<file path="src/hw/rtl/mfr_pkg.sv">
package mfr_pkg;

  localparam logic [7:0] START_BYTE = 8'h68;
  localparam int unsigned FRAME_OVERHEAD = 12;
  localparam int unsigned ADDR_BYTES = 6;
  localparam int unsigned ADDR_W = 8 * ADDR_BYTES;

  typedef enum logic [1:0] {
    ST_OK   = 2'd0,
    ST_ADDR = 2'd1,
    ST_CSUM = 2'd2,
    ST_SYNC = 2'd3
  } status_t;

  typedef enum logic {
    KIND_DATA = 1'b0,
    KIND_END  = 1'b1
  } kind_t;

  typedef struct packed {
    logic        valid;
    kind_t       kind;
    logic [7:0]  data_byte;
    status_t     status;
    logic [7:0]  control_code;
    logic [7:0]  data_length;
  } result_t;

endpackage

</file>
<file path="src/hw/rtl/mfr_parser.sv">
module mfr_parser (
  input  logic                       clk,
  input  logic                       rst_n,
  input  logic                       byte_en,
  input  logic [7:0]                 rx_byte,
  input  logic [mfr_pkg::ADDR_W-1:0] meter_address,
  output mfr_pkg::result_t           result
);

  typedef enum logic [2:0] {
    PH_HUNT,
    PH_ADDR,
    PH_SYNC,
    PH_CTRL,
    PH_LEN,
    PH_DATA,
    PH_CSUM,
    PH_END
  } phase_t;

  localparam logic [8:0] DATA_END_OFS = 9'(mfr_pkg::FRAME_OVERHEAD - 2);

  phase_t     phase_r, phase_nxt;
  logic [8:0] pos_r, pos_nxt;
  logic [7:0] sum_r, sum_nxt;
  logic       addr_bad_r, addr_bad_nxt;
  logic       csum_bad_r, csum_bad_nxt;
  logic [7:0] ctrl_r, ctrl_nxt;
  logic [7:0] len_r, len_nxt;
  logic [2:0] addr_idx;
  logic [7:0] addr_want;
  logic [8:0] pos_inc;

  assign addr_idx = 3'(pos_r - 9'd1);
  assign pos_inc  = pos_r + 9'd1;

  always_comb begin
    unique case (addr_idx)
      3'd0:    addr_want = meter_address[7:0];
      3'd1:    addr_want = meter_address[15:8];
      3'd2:    addr_want = meter_address[23:16];
      3'd3:    addr_want = meter_address[31:24];
      3'd4:    addr_want = meter_address[39:32];
      3'd5:    addr_want = meter_address[47:40];
      default: addr_want = 8'd0;
    endcase
  end

  always_comb begin
    phase_nxt    = phase_r;
    pos_nxt      = pos_r;
    sum_nxt      = sum_r;
    addr_bad_nxt = addr_bad_r;
    csum_bad_nxt = csum_bad_r;
    ctrl_nxt     = ctrl_r;
    len_nxt      = len_r;
    result       = '0;
    unique case (phase_r)
      PH_HUNT: begin
        if (rx_byte == mfr_pkg::START_BYTE) begin
          sum_nxt      = rx_byte;
          pos_nxt      = 9'd1;
          addr_bad_nxt = 1'b0;
          csum_bad_nxt = 1'b0;
          phase_nxt    = PH_ADDR;
        end
      end
      PH_ADDR: begin
        if (rx_byte != addr_want) begin
          addr_bad_nxt = 1'b1;
        end
        sum_nxt = sum_r + rx_byte;
        pos_nxt = pos_inc;
        if (pos_inc >= 9'(mfr_pkg::ADDR_BYTES + 1)) begin
          phase_nxt = PH_SYNC;
        end
      end
      PH_SYNC: begin
        if (rx_byte == mfr_pkg::START_BYTE) begin
          sum_nxt   = sum_r + rx_byte;
          pos_nxt   = 9'd8;
          phase_nxt = PH_CTRL;
        end else begin
          result.valid  = 1'b1;
          result.kind   = mfr_pkg::KIND_END;
          result.status = mfr_pkg::ST_SYNC;
          pos_nxt       = 9'd0;
          phase_nxt     = PH_HUNT;
        end
      end
      PH_CTRL: begin
        ctrl_nxt  = rx_byte;
        sum_nxt   = sum_r + rx_byte;
        pos_nxt   = 9'd9;
        phase_nxt = PH_LEN;
      end
      PH_LEN: begin
        len_nxt   = rx_byte;
        sum_nxt   = sum_r + rx_byte;
        pos_nxt   = 9'd10;
        phase_nxt = (rx_byte == 8'd0) ? PH_CSUM : PH_DATA;
      end
      PH_DATA: begin
        result.valid     = 1'b1;
        result.kind      = mfr_pkg::KIND_DATA;
        result.data_byte = rx_byte;
        sum_nxt          = sum_r + rx_byte;
        pos_nxt          = pos_inc;
        if (pos_inc >= ({1'b0, len_r} + DATA_END_OFS)) begin
          phase_nxt = PH_CSUM;
        end
      end
      PH_CSUM: begin
        csum_bad_nxt = (rx_byte != sum_r);
        pos_nxt      = pos_inc;
        phase_nxt    = PH_END;
      end
      PH_END: begin
        result.valid        = 1'b1;
        result.kind         = mfr_pkg::KIND_END;
        result.status       = addr_bad_r ? mfr_pkg::ST_ADDR
                            : (csum_bad_r ? mfr_pkg::ST_CSUM : mfr_pkg::ST_OK);
        result.control_code = ctrl_r;
        result.data_length  = len_r;
        pos_nxt             = 9'd0;
        phase_nxt           = PH_HUNT;
      end
      default: begin
        phase_nxt = PH_HUNT;
      end
    endcase
    result.valid = result.valid & byte_en;
  end

  always_ff @(posedge clk) begin
    if (!rst_n) begin
      phase_r    <= PH_HUNT;
      pos_r      <= 9'd0;
      sum_r      <= 8'd0;
      addr_bad_r <= 1'b0;
      csum_bad_r <= 1'b0;
      ctrl_r     <= 8'd0;
      len_r      <= 8'd0;
    end else if (byte_en) begin
      phase_r    <= phase_nxt;
      pos_r      <= pos_nxt;
      sum_r      <= sum_nxt;
      addr_bad_r <= addr_bad_nxt;
      csum_bad_r <= csum_bad_nxt;
      ctrl_r     <= ctrl_nxt;
      len_r      <= len_nxt;
    end
  end

endmodule

</file>
<file path="src/hw/rtl/meter_frame_receiver.sv">
// A word that yields a result shows it on the output in the cycle after acceptance.
// Throughput: one input word per cycle while the input is not stalled, set by the frame parser.
// The input stalls only while a result waits in the output register and out_tready is low.
// Reset (rst_n low at a clock edge) returns the parser to hunting for a start byte,
// clears the meter address and empties the output register.
module meter_frame_receiver (
  input  logic        clk,
  input  logic        rst_n,
  input  logic        cfg_wr_en,
  input  logic [47:0] cfg_wr_data,  // meter_address
  input  logic        in_tvalid,
  output logic        in_tready,
  input  logic [7:0]  in_tdata,     // rx_byte
  output logic        out_tvalid,
  input  logic        out_tready,
  output logic [31:0] out_tdata,    // data_byte, status, control_code, data_length, zero fill
  output logic        out_tuser     // kind
);

  logic [mfr_pkg::ADDR_W-1:0] meter_address_r;
  logic                       in_accept;
  mfr_pkg::result_t           result;
  logic                       out_valid_r;
  mfr_pkg::kind_t             out_kind_r;
  logic [25:0]                out_data_r;

  assign in_tready = !out_valid_r || out_tready;
  assign in_accept = in_tvalid && in_tready;

  always_ff @(posedge clk) begin
    if (!rst_n) begin
      meter_address_r <= '0;
    end else if (cfg_wr_en) begin
      meter_address_r <= cfg_wr_data;
    end
  end

  mfr_parser u_parser (
    .clk           (clk),
    .rst_n         (rst_n),
    .byte_en       (in_accept),
    .rx_byte       (in_tdata),
    .meter_address (meter_address_r),
    .result        (result)
  );

  always_ff @(posedge clk) begin
    if (!rst_n) begin
      out_valid_r <= 1'b0;
    end else if (result.valid) begin
      out_valid_r <= 1'b1;
    end else if (out_tready) begin
      out_valid_r <= 1'b0;
    end
  end

  always_ff @(posedge clk) begin
    if (result.valid) begin
      out_kind_r <= result.kind;
      out_data_r <= {result.data_length, result.control_code, result.status, result.data_byte};
    end
  end

  assign out_tvalid = out_valid_r;
  assign out_tdata  = {6'd0, out_data_r};
  assign out_tuser  = out_kind_r;

endmodule

</file>
<file path="config.mk">
export PLATFORM = sky130hd
export DESIGN_NAME = meter_frame_receiver
export DESIGN_NICKNAME = d
export VERILOG_FILES = /design/src/hw/rtl/mfr_pkg.sv /design/src/hw/rtl/mfr_parser.sv /design/src/hw/rtl/meter_frame_receiver.sv
export SDC_FILE = /design/constraint.sdc
export NUM_CORES = 1
export LEC_CHECK = 0
export ABC_CLOCK_PERIOD_IN_PS = 3040
export BUFFER_PORTS_ARGS = -buffer_cell sky130_fd_sc_hd__buf_2
export CAP_MARGIN = 0
export CORE_MARGIN = 1.5
export CORE_UTILIZATION = 55
export CTS_CLUSTER_SIZE = 25
export DETAILED_ROUTE_END_ITERATION = 7
export PLACE_DENSITY = 0.78
export SLEW_MARGIN = 5
export SYNTH_ARGS = -nofsm -noshare
export SYNTH_HDL_FRONTEND = slang
export SYNTH_SLANG_ARGS = --single-unit
</file>
<file path="constraint.sdc">
create_clock -name clk -period 3.04 [get_ports clk]
set_input_delay 0.304 -clock clk [delete_from_list [all_inputs] [get_ports clk]]
set_output_delay 0.304 -clock clk [all_outputs]
set_load 0.02 [all_outputs]
</file>
### Word level (Yosys, flattened, before mapping)

Index checks and enable logic that the tools add are counted.

* add/sub/neg operators: 4
* magnitude comparators: 2
* equality and inequality tests: 20
* muxes and demuxes: 24
* bitwise gates (word level): 1
* reduce and logical (&&, ||, !) cells: 19

Operators with widths (number)
* one-hot mux 9 bit (6 select lines): 1
* one-hot mux 8 bit (6 select lines): 1
* one-hot mux 3 bit (8 select lines): 1
* one-hot mux 8 bit (3 select lines): 1
* equality test 3 bit (second input constant): 6
* 2-to-1 mux 8 bit: 2
* inequality test 8 bit: 2
* equality test 3 x 2 -> 1 bit (second input constant): 4
* AND reduction 4 bit: 3
* 2-to-1 mux 2 bit: 5
* inequality test 2 x 1 -> 1 bit (second input constant): 5
* adder 8 x 4 -> 9 bit (second input constant): 1
* adder 9 x 1 -> 9 bit (second input constant): 1
* greater-or-equal comparator 9 x 3 -> 1 bit (second input constant): 1
* greater-or-equal comparator 9 bit: 1
* 2-to-1 mux 3 bit: 3
* 2-to-1 mux 9 bit: 1
* adder 8 bit: 1
* equality test 8 x 7 -> 1 bit (second input constant): 1
* zero test 8 bit: 1
* equality test 3 x 1 -> 1 bit (second input constant): 2
* zero test 3 bit: 2
* one-hot mux 2 bit (3 select lines): 1
* AND reduction 2 bit: 3
* other kinds (14): 20

* register bits after elaboration: 114
* output and inout bits: 35
* word-level logic and storage cells: 83

### Logic depth before layout (Yosys ltp)

Gate-level depths: netlist of run 1.

* depth after elaboration: 6
* mapped depth: 10

### Hierarchy

Synthesis of run 1 repeated with hierarchy kept, for this count alone.

* cells, all modules: 590
* area total of the unflattened synthesis: 5915.7 µm²

By module, submodules not included
* mfr_parser: times used 1, cells an instance 396, area an instance 3168.0 µm², seq. area each 760.7 µm²
* meter_frame_receiver: times used 1, cells an instance 194, area an instance 2747.6 µm², seq. area each 1791.7 µm²

### Least setup slack after synthesis of run 1

OpenSTA, ideal clock, no wires.

* kind: reg-to-reg
* start: register u_parser.pos_r[0]
* end: register u_parser.addr_bad_r
* library setup time: 0.136 ns
* data arrival time: 2.506 ns
* setup slack: 0.398 ns
* cell stages (with the launch flop): 11
* path buffers: 1
* cells stage by stage: dfxtp_1 -> inv_1 -> ha_1 -> ha_1 -> clkbuf_1 -> mux2_2 -> a222oi_1 -> nand2_1 -> xor2_1 -> nor4_1 -> a311oi_1

* cells in the longest elaborated chain, start to end: 6

Ends and longest elaborated chain
* start, declared: RTL line mfr_parser.sv:24 `logic [8:0] pos_r, pos_nxt;`
* start signal, assigned: RTL line mfr_parser.sv:146 `pos_r <= pos_nxt;`
* subtractor 3 x 1 -> 3 bit (*): RTL line mfr_parser.sv:34 `assign addr_idx = 3'(pos_r - 9'd1);`
* equality test 3 bit (tied with other cells): RTL line mfr_parser.sv:38 `unique case (addr_idx)`
* one-hot mux 8 bit (6 select lines) (*): RTL line mfr_parser.sv:38
* inequality test 8 bit (*): RTL line mfr_parser.sv:69 `if (rx_byte != addr_want) begin`
* inequality test 2 x 1 -> 1 bit (no line) (*)
* AND reduction 4 bit (no line) (*)
* end signal, assigned: RTL line mfr_parser.sv:148 `addr_bad_r <= addr_bad_nxt;`
* end, declared: RTL line mfr_parser.sv:26 `logic addr_bad_r, addr_bad_nxt;`

Mark *: on every way between the ends. The rest lies on a longest branch, timed or not.
A chain may end at the register's enable or synchronous reset.

### Final worst setup path of run 1

* start: register u_parser.pos_r[1]
* end: register u_parser.addr_bad_r

Same word-level chain as after synthesis.

==> flow_summary.json, run 1 <==
{
  "status": "finished, final reports clean",
  "synth_common_cells": "dfxtp_1, nor2_1, mux2i_1",
  "cp_top_family": "adder cells",
  "fmax_mhz": 367,
  "reg2reg_depth": 9,
  "p_int_mw": 2.84,
  "layoutNonFillerInstCount": 816,
  "drv_cap": 0,
  "endpoint": "u_parser.addr_bad_r",
  "synth_top_cell_area_share_pct": 30.6,
  "cp.required_ps": 3430,
  "syn_area_mm2": 0.00570,
  "synthTopCellsByArea": "dfxtp_1, edfxtp_1, mux2i_1",
  "p_switching_mw": 0.894,
  "finalCritPeriodShare_pct": 89.7,
  "hold_viol": 0,
  "multi_input_area_mm2": 0.00290,
  "powerDensity_mw_per_mm2": 552,
  "ys_seq_area_share_pct": 44.8,
  "start_util_pct": 57.5,
  "crit_path_max_incr_delay_ps": 480,
  "crit_chain": "inv_1 > ha_1 > ha_1 > mux2_2 > a222oi_1 > nand2_1 > xor2_1 > nor4_1 > a311oi_1",
  "row_count": 36,
  "synth_edf_count": 27,
  "cts_buffers": 17,
  "netlist_instances": 592,
  "rsz0062_at_grt": "no",
  "cts.path.max_buffers": 2,
  "startpoint_type": "register",
  "cts.sinks": 114,
  "async_flop_share_pct": 0,
  "critPathMostFrequentCell": "ha_1",
  "routed_wire_length_per_instance_um": 16.4,
  "p_leak_nw": 2.88,
  "area_growth_pct": 18.7,
  "synth_compound_area_share_pct": 12.5,
  "critPathArrivalTime_ps": 3120,
  "drc": 0,
  "place.port_buffers": 89,
  "ir_drop_uv": 360,
  "crit_type": "reg -> reg",
  "cts_resized": 0,
  "grt_max_degree": 50,
  "r2r_end": "u_parser.addr_bad_r",
  "r2r_start": "u_parser.pos_r[1]",
  "finalCriticalPeriod_ps": 2730,
  "swShare_pct": 23.9,
  "synth-xor-area-share_pct": 3.69,
  "crit_fanout": 10,
  "fillCellCount": 797,
  "cp-startpoint": "u_parser.pos_r[1]",
  "cp-end-kind": "register",
  "insertion_delay_ps": 520,
  "drt_wl_total_um": 13400,
  "clock_power_share_pct": 51.5,
  "r2r_slack_ps": 310,
  "grt_pass1_wl_um": 21600,
  "grt.total_usage_pct": 24.8,
  "grt_overflow": 0,
  "finalPower_mw": 3.74,
  "synthSimpleGateAreaFrac_pct": 17.7,
  "regArea_mm2": 0.00255,
  "fin_setup_tns_ps": 0,
  "ys_ff_latch": 114,
  "synth_flop_cell": "dfxtp_1",
  "antenna_found_initial": 0,
  "root_buffer": "clkbuf_8",
  "yosys.area.top_type": "dfxtp_1",
  "synthAdderAreaFrac_pct": 5.18,
  "path_clk_slew_ps": 60,
  "gp_congestion": 0.879,
  "die_w_um": 105,
  "syn_avg_cell_area_um2": 9.63,
  "worst_slew_pin_slew_ps": 878,
  "drive_gt1_share_pct": 21.2,
  "synth_top_family_by_area": "simple AND/OR/NAND/NOR gates",
  "p_comb_share_pct": 5.5,
  "placed_cells": 784,
  "io_pins": 96,
  "crit_buf_inv": 1,
  "synth_mux_area_share_pct": 11.4,
  "pwr-share-seq_pct": 43.0,
  "finClkSkew_ps": 7.80,
  "hold_path_class": "in -> reg",
  "dp_hpwl_um": 9310,
  "grt_pass1_vias": 4543,
  "htree_levels": 4,
  "fp.dieH_um": 105,
  "vias": 4601,
  "post_cts_buffers": 0,
  "relSlewSlack_pct": 41.4,
  "nNetsFinal": 754,
  "via_per_inst": 5.64,
  "yosysUniqueCellTypes": 66,
  "ys.warnings.count": 0,
  "slew_violations": 0,
  "die_area_mm2": 0.0110,
  "core_mm2": 0.00991,
  "crit_slowest_cell": "ha_1",
  "antennaDiodeCount": 0,
  "cp.depth": 9,
  "finalSetupViolCount": 0,
  "ant_nets": 0,
  "cts_tree": "yes",
  "cts_hold_buf": 0,
  "firstDrtPassIters": 5,
  "drt_iter0_markers": 268
}
metal layers:
| layer | vias to the layer above | global-route usage [%] | wire length, um |
|---|---|---|---|
| met4 | 0 | 8.90 | 285 |
| met5 | - | 0 | 0 |
| met3 | 31 | 6.67 | 777 |
| met1 | 2167 | 30.0 | 5630 |
| li1 | 2260 | - | - |
| met2 | 143 | 42.4 | 6670 |
layout by cell type (no fill, tap or decap), types with 4 or more instances in the layout:
cell / Yosys / layout
nand3b_1: 4 / 4
dfxtp_1: 87 / 87
nor2_1: 87 / 86
nor3_1: 8 / 8
a21oi_1: 30 / 30
nand3_1: 11 / 11
and3_1: 14 / 14
o21ai_0: 14 / 14
a22o_1: 5 / 5
conb_1: 1 / 6
buf_4: 6 / 8
edfxtp_1: 27 / 27
xnor2_1: 13 / 13
inv_1: 13 / 13
a221oi_1: 6 / 6
nand2b_1: 6 / 6
clkbuf_16: 0 / 16
inv_6: 0 / 5
nor2b_1: 5 / 5
o211ai_1: 4 / 4
nand2_1: 37 / 37
ha_1: 22 / 22
mux2_2: 6 / 6
a222oi_1: 8 / 8
mux2i_1: 58 / 58
nor4_1: 4 / 4
xor2_1: 11 / 11
o21a_1: 4 / 4
and2_1: 18 / 18
buf_2: 3 / 89
metrics by stage:
stage          utilization (%)  setup WS [ps]  cell area (um^2)  hold slack [ps]
3_5_place_dp              62.5            336              6200              449
2_1_floorplan                -            398              5720              432
6_report                  68.3            312              6770             19.6
3_3_place_gp              62.5            449              6200              439
4_1_cts                   68.3            325              6770             4.62
5_1_grt                   68.3           95.3              6770             14.0
cell type report:
class,instances,share of cell area [%]
timing repair buffer,98,7.77
clock buffer,17,6.12
tap,133,2.46
multi-input combinational,425,42.9
clock inverter,15,2.29
inverter,14,0.777
sequential,114,37.7
power groups by stage:
stage	registers (mW)	clock network, mW	logic, mW
after floorplan	1.63	0	0.134
after global placement	1.64	0	0.196
after detailed placement	1.64	0	0.203
after CTS	1.61	1.95	0.205
after global routing	1.61	2.01	0.225
final	1.61	1.92	0.206
how the worst min path moves through the flow:
stage                            start                  end  slack [ps]  cells past startpoint
finish                 cfg_wr_data[41]  meter_address_r[41]          20                      3
floorplan           u_parser.ctrl_r[0]   u_parser.ctrl_r[0]         430                      2
global placement    u_parser.ctrl_r[6]   u_parser.ctrl_r[6]         440                      2
global route           cfg_wr_data[41]  meter_address_r[41]          10                      3
CTS                    cfg_wr_data[15]  meter_address_r[15]           5                      3
detailed placement  u_parser.ctrl_r[7]   u_parser.ctrl_r[7]         450                      2
tightest hold or removal path: stages:
cell     delay, ps
buf_2           80
mux2i_1         50
nor2_1          70
logic make-up (layout without fill, tap and decap cells):
logic type	after synthesis	in the layout
XOR/XNOR	24	24
adder cells (fa/ha/maj)	23	23
flip-flops	114	114
AO/OA/AOI/OAI	99	99
buffers and inverters	58	144
AND/OR/NAND/NOR	209	209
multiplexers	64	64
other	1	6
sequential cells by signal, summed over array words and instances (netlist names):
name and flops:
u_parser.pos_r 9, u_parser.phase_r 3, out_data_r 26, out_tvalid 1, u_parser.csum_bad_r 1, u_parser.sum_r 8, meter_address_r 48, u_parser.len_r 8
out_tuser 1, u_parser.ctrl_r 8, u_parser.addr_bad_r 1
Power figures use the tool's default switching activity.
==> run 2, diff against run 1 <==
- CORE_ASPECT_RATIO: unset -> 0.9
==> flow_summary.json, run 2 (synthesized netlist as in run 1, its figures left out) <==
{
  "status": "finished, final reports clean",
  "drt_wl_total_um": 13700,
  "grt_pass1_vias": 4665,
  "r2r_slack_ps": 370,
  "place.port_buffers": 89,
  "cts_tree": "yes",
  "fin_setup_tns_ps": 0,
  "critPathArrivalTime_ps": 2970,
  "p_leak_nw": 2.87,
  "min_from": "cfg_wr_data[44]",
  "hold_end": "meter_address_r[44]",
  "finalSetupViolCount": 0,
  "fillCellCount": 812,
  "final_cell_area_mm2": 0.00675,
  "hold_path_depth": 3,
  "largest_register_ffs": 48,
  "root_buffer": "clkbuf_16",
  "powerDensity_mw_per_mm2": 544,
  "fp.dieH_um": 99.6,
  "r2r_end": "u_parser.phase_r[1]",
  "largest_register": "meter_address_r",
  "crit_fanout": 10,
  "hold_viol": 0,
  "drt_iter0_markers": 293,
  "nNetsFinal": 754,
  "reg2reg_depth": 11,
  "ir_drop_uv": 368,
  "regArea_mm2": 0.00255,
  "die_w_um": 110,
  "via_per_inst": 5.82,
  "firstDrtPassIters": 5,
  "drive_gt1_share_pct": 21.4,
  "placed_area_mm2": 0.00619,
  "startpoint_type": "register",
  "cts_hold_buf": 0,
  "die_area_mm2": 0.0110,
  "reg_top3": "meter_address_r x48, out_data_r x26, u_parser.pos_r x9",
  "antenna_found_initial": 0,
  "ant_nets": 0,
  "post_cts_buffers": 0,
  "cts_resized": 0,
  "vias": 4722,
  "multi_input_area_mm2": 0.00290,
  "grt_pass1_wl_um": 22600,
  "fmax_mhz": 374,
  "drv_cap": 0,
  "htree_levels": 4,
  "grt_max_degree": 45,
  "crit_type": "reg -> reg",
  "grt_overflow": 0,
  "rsz0062_at_grt": "no",
  "cts.path.max_buffers": 2,
  "antennaDiodeCount": 0,
  "row_count": 35,
  "drc": 0,
  "area_growth_pct": 18.5,
  "gp_congestion": 0.837,
  "relSlewSlack_pct": 43.8,
  "finalCriticalPeriod_ps": 2670,
  "core_mm2": 0.0102,
  "cp.required_ps": 3330,
  "final_common_cell": "buf_2",
  "grt.total_usage_pct": 26.7,
  "finalCritPeriodShare_pct": 88.0,
  "cts_buffers": 17,
  "start_util_pct": 56.1,
  "hold_path_class": "in -> reg",
  "r2r_start": "u_parser.pos_r[0]",
  "worst_slew_pin_slew_ps": 842,
  "insertion_delay_ps": 410,
  "cts.sinks": 114,
  "finClkSkew_ps": 9.71,
  "layout_common_cells": "buf_2, dfxtp_1, nor2_1",
  "dp_hpwl_um": 9290,
  "io_pins": 96,
  "routed_wire_length_per_instance_um": 16.9,
  "slew_violations": 0,
  "cp-end-kind": "register",
  "path_clk_slew_ps": 60
}
run 2: changes by cell type in the layout (fill, tap and decap cells not counted), sizes merged:
cell / delta
clkbuf: +1
clkinvlp: +2
inv: -2
bufinv: -1
run 2: layer usage:
layer	wire length, um	vias to the layer above	GRT usage [%]
met5	0	-	0
met4	382	0	13.4
met1	5760	2215	34.1
met2	6670	202	42.1
met3	876	36	6.23
li1	-	2269	-
run 2: report_power, final:
group | leakage [nW] | internal, mW | switching, mW | total, mW
Combinational | 1.64 | 0.0885 | 0.119 | 0.207
Clock | 0.267 | 1.13 | 0.731 | 1.86
Sequential | 0.960 | 1.58 | 0.0240 | 1.61
run 2: through the flow:
stage	setup WS (ps)	utilization, %	hold WS [ps]	cells	power, mW
after global routing	99.4	66.5	116	812	3.79
after detailed placement	419	60.9	451	780	1.84
after global placement	507	60.9	440	780	1.83
after CTS	384	66.5	117	812	3.70
final	366	66.5	128	812	3.68
after floorplan	398	-	432	597	1.76
run 2: final cells by class:
class / instances / share of cell area (%)
clock buffers: 18 / 6.35
multi-input cells: 425 / 42.9
flip-flops and latches: 114 / 37.8
inverters: 14 / 0.778
well taps: 129 / 2.39
clock inverters: 14 / 1.96
repair buffers: 98 / 7.78
run 2: worst max-delay path, cell delays in order, from the launching register on:
cell and delay, ps:
dfxtp_1 340, buf_4 180, ha_1 270, and3_1 240, nand3_1 100, xnor2_1 230, ha_1 280, a21oi_1 200
o2111ai_1 150, a41oi_1 200, nor3_1 110, o221a_2 270
run 2: how the worst max path moves through the flow:
stage,startpoint,endpoint,slack (ps)
floorplan,u_parser.pos_r[0],u_parser.addr_bad_r,400
global placement,u_parser.pos_r[1],u_parser.addr_bad_r,510
detailed placement,u_parser.pos_r[1],u_parser.addr_bad_r,420
CTS,u_parser.pos_r[1],u_parser.addr_bad_r,380
global route,u_parser.pos_r[1],u_parser.addr_bad_r,100
finish,u_parser.pos_r[0],u_parser.phase_r[1],370
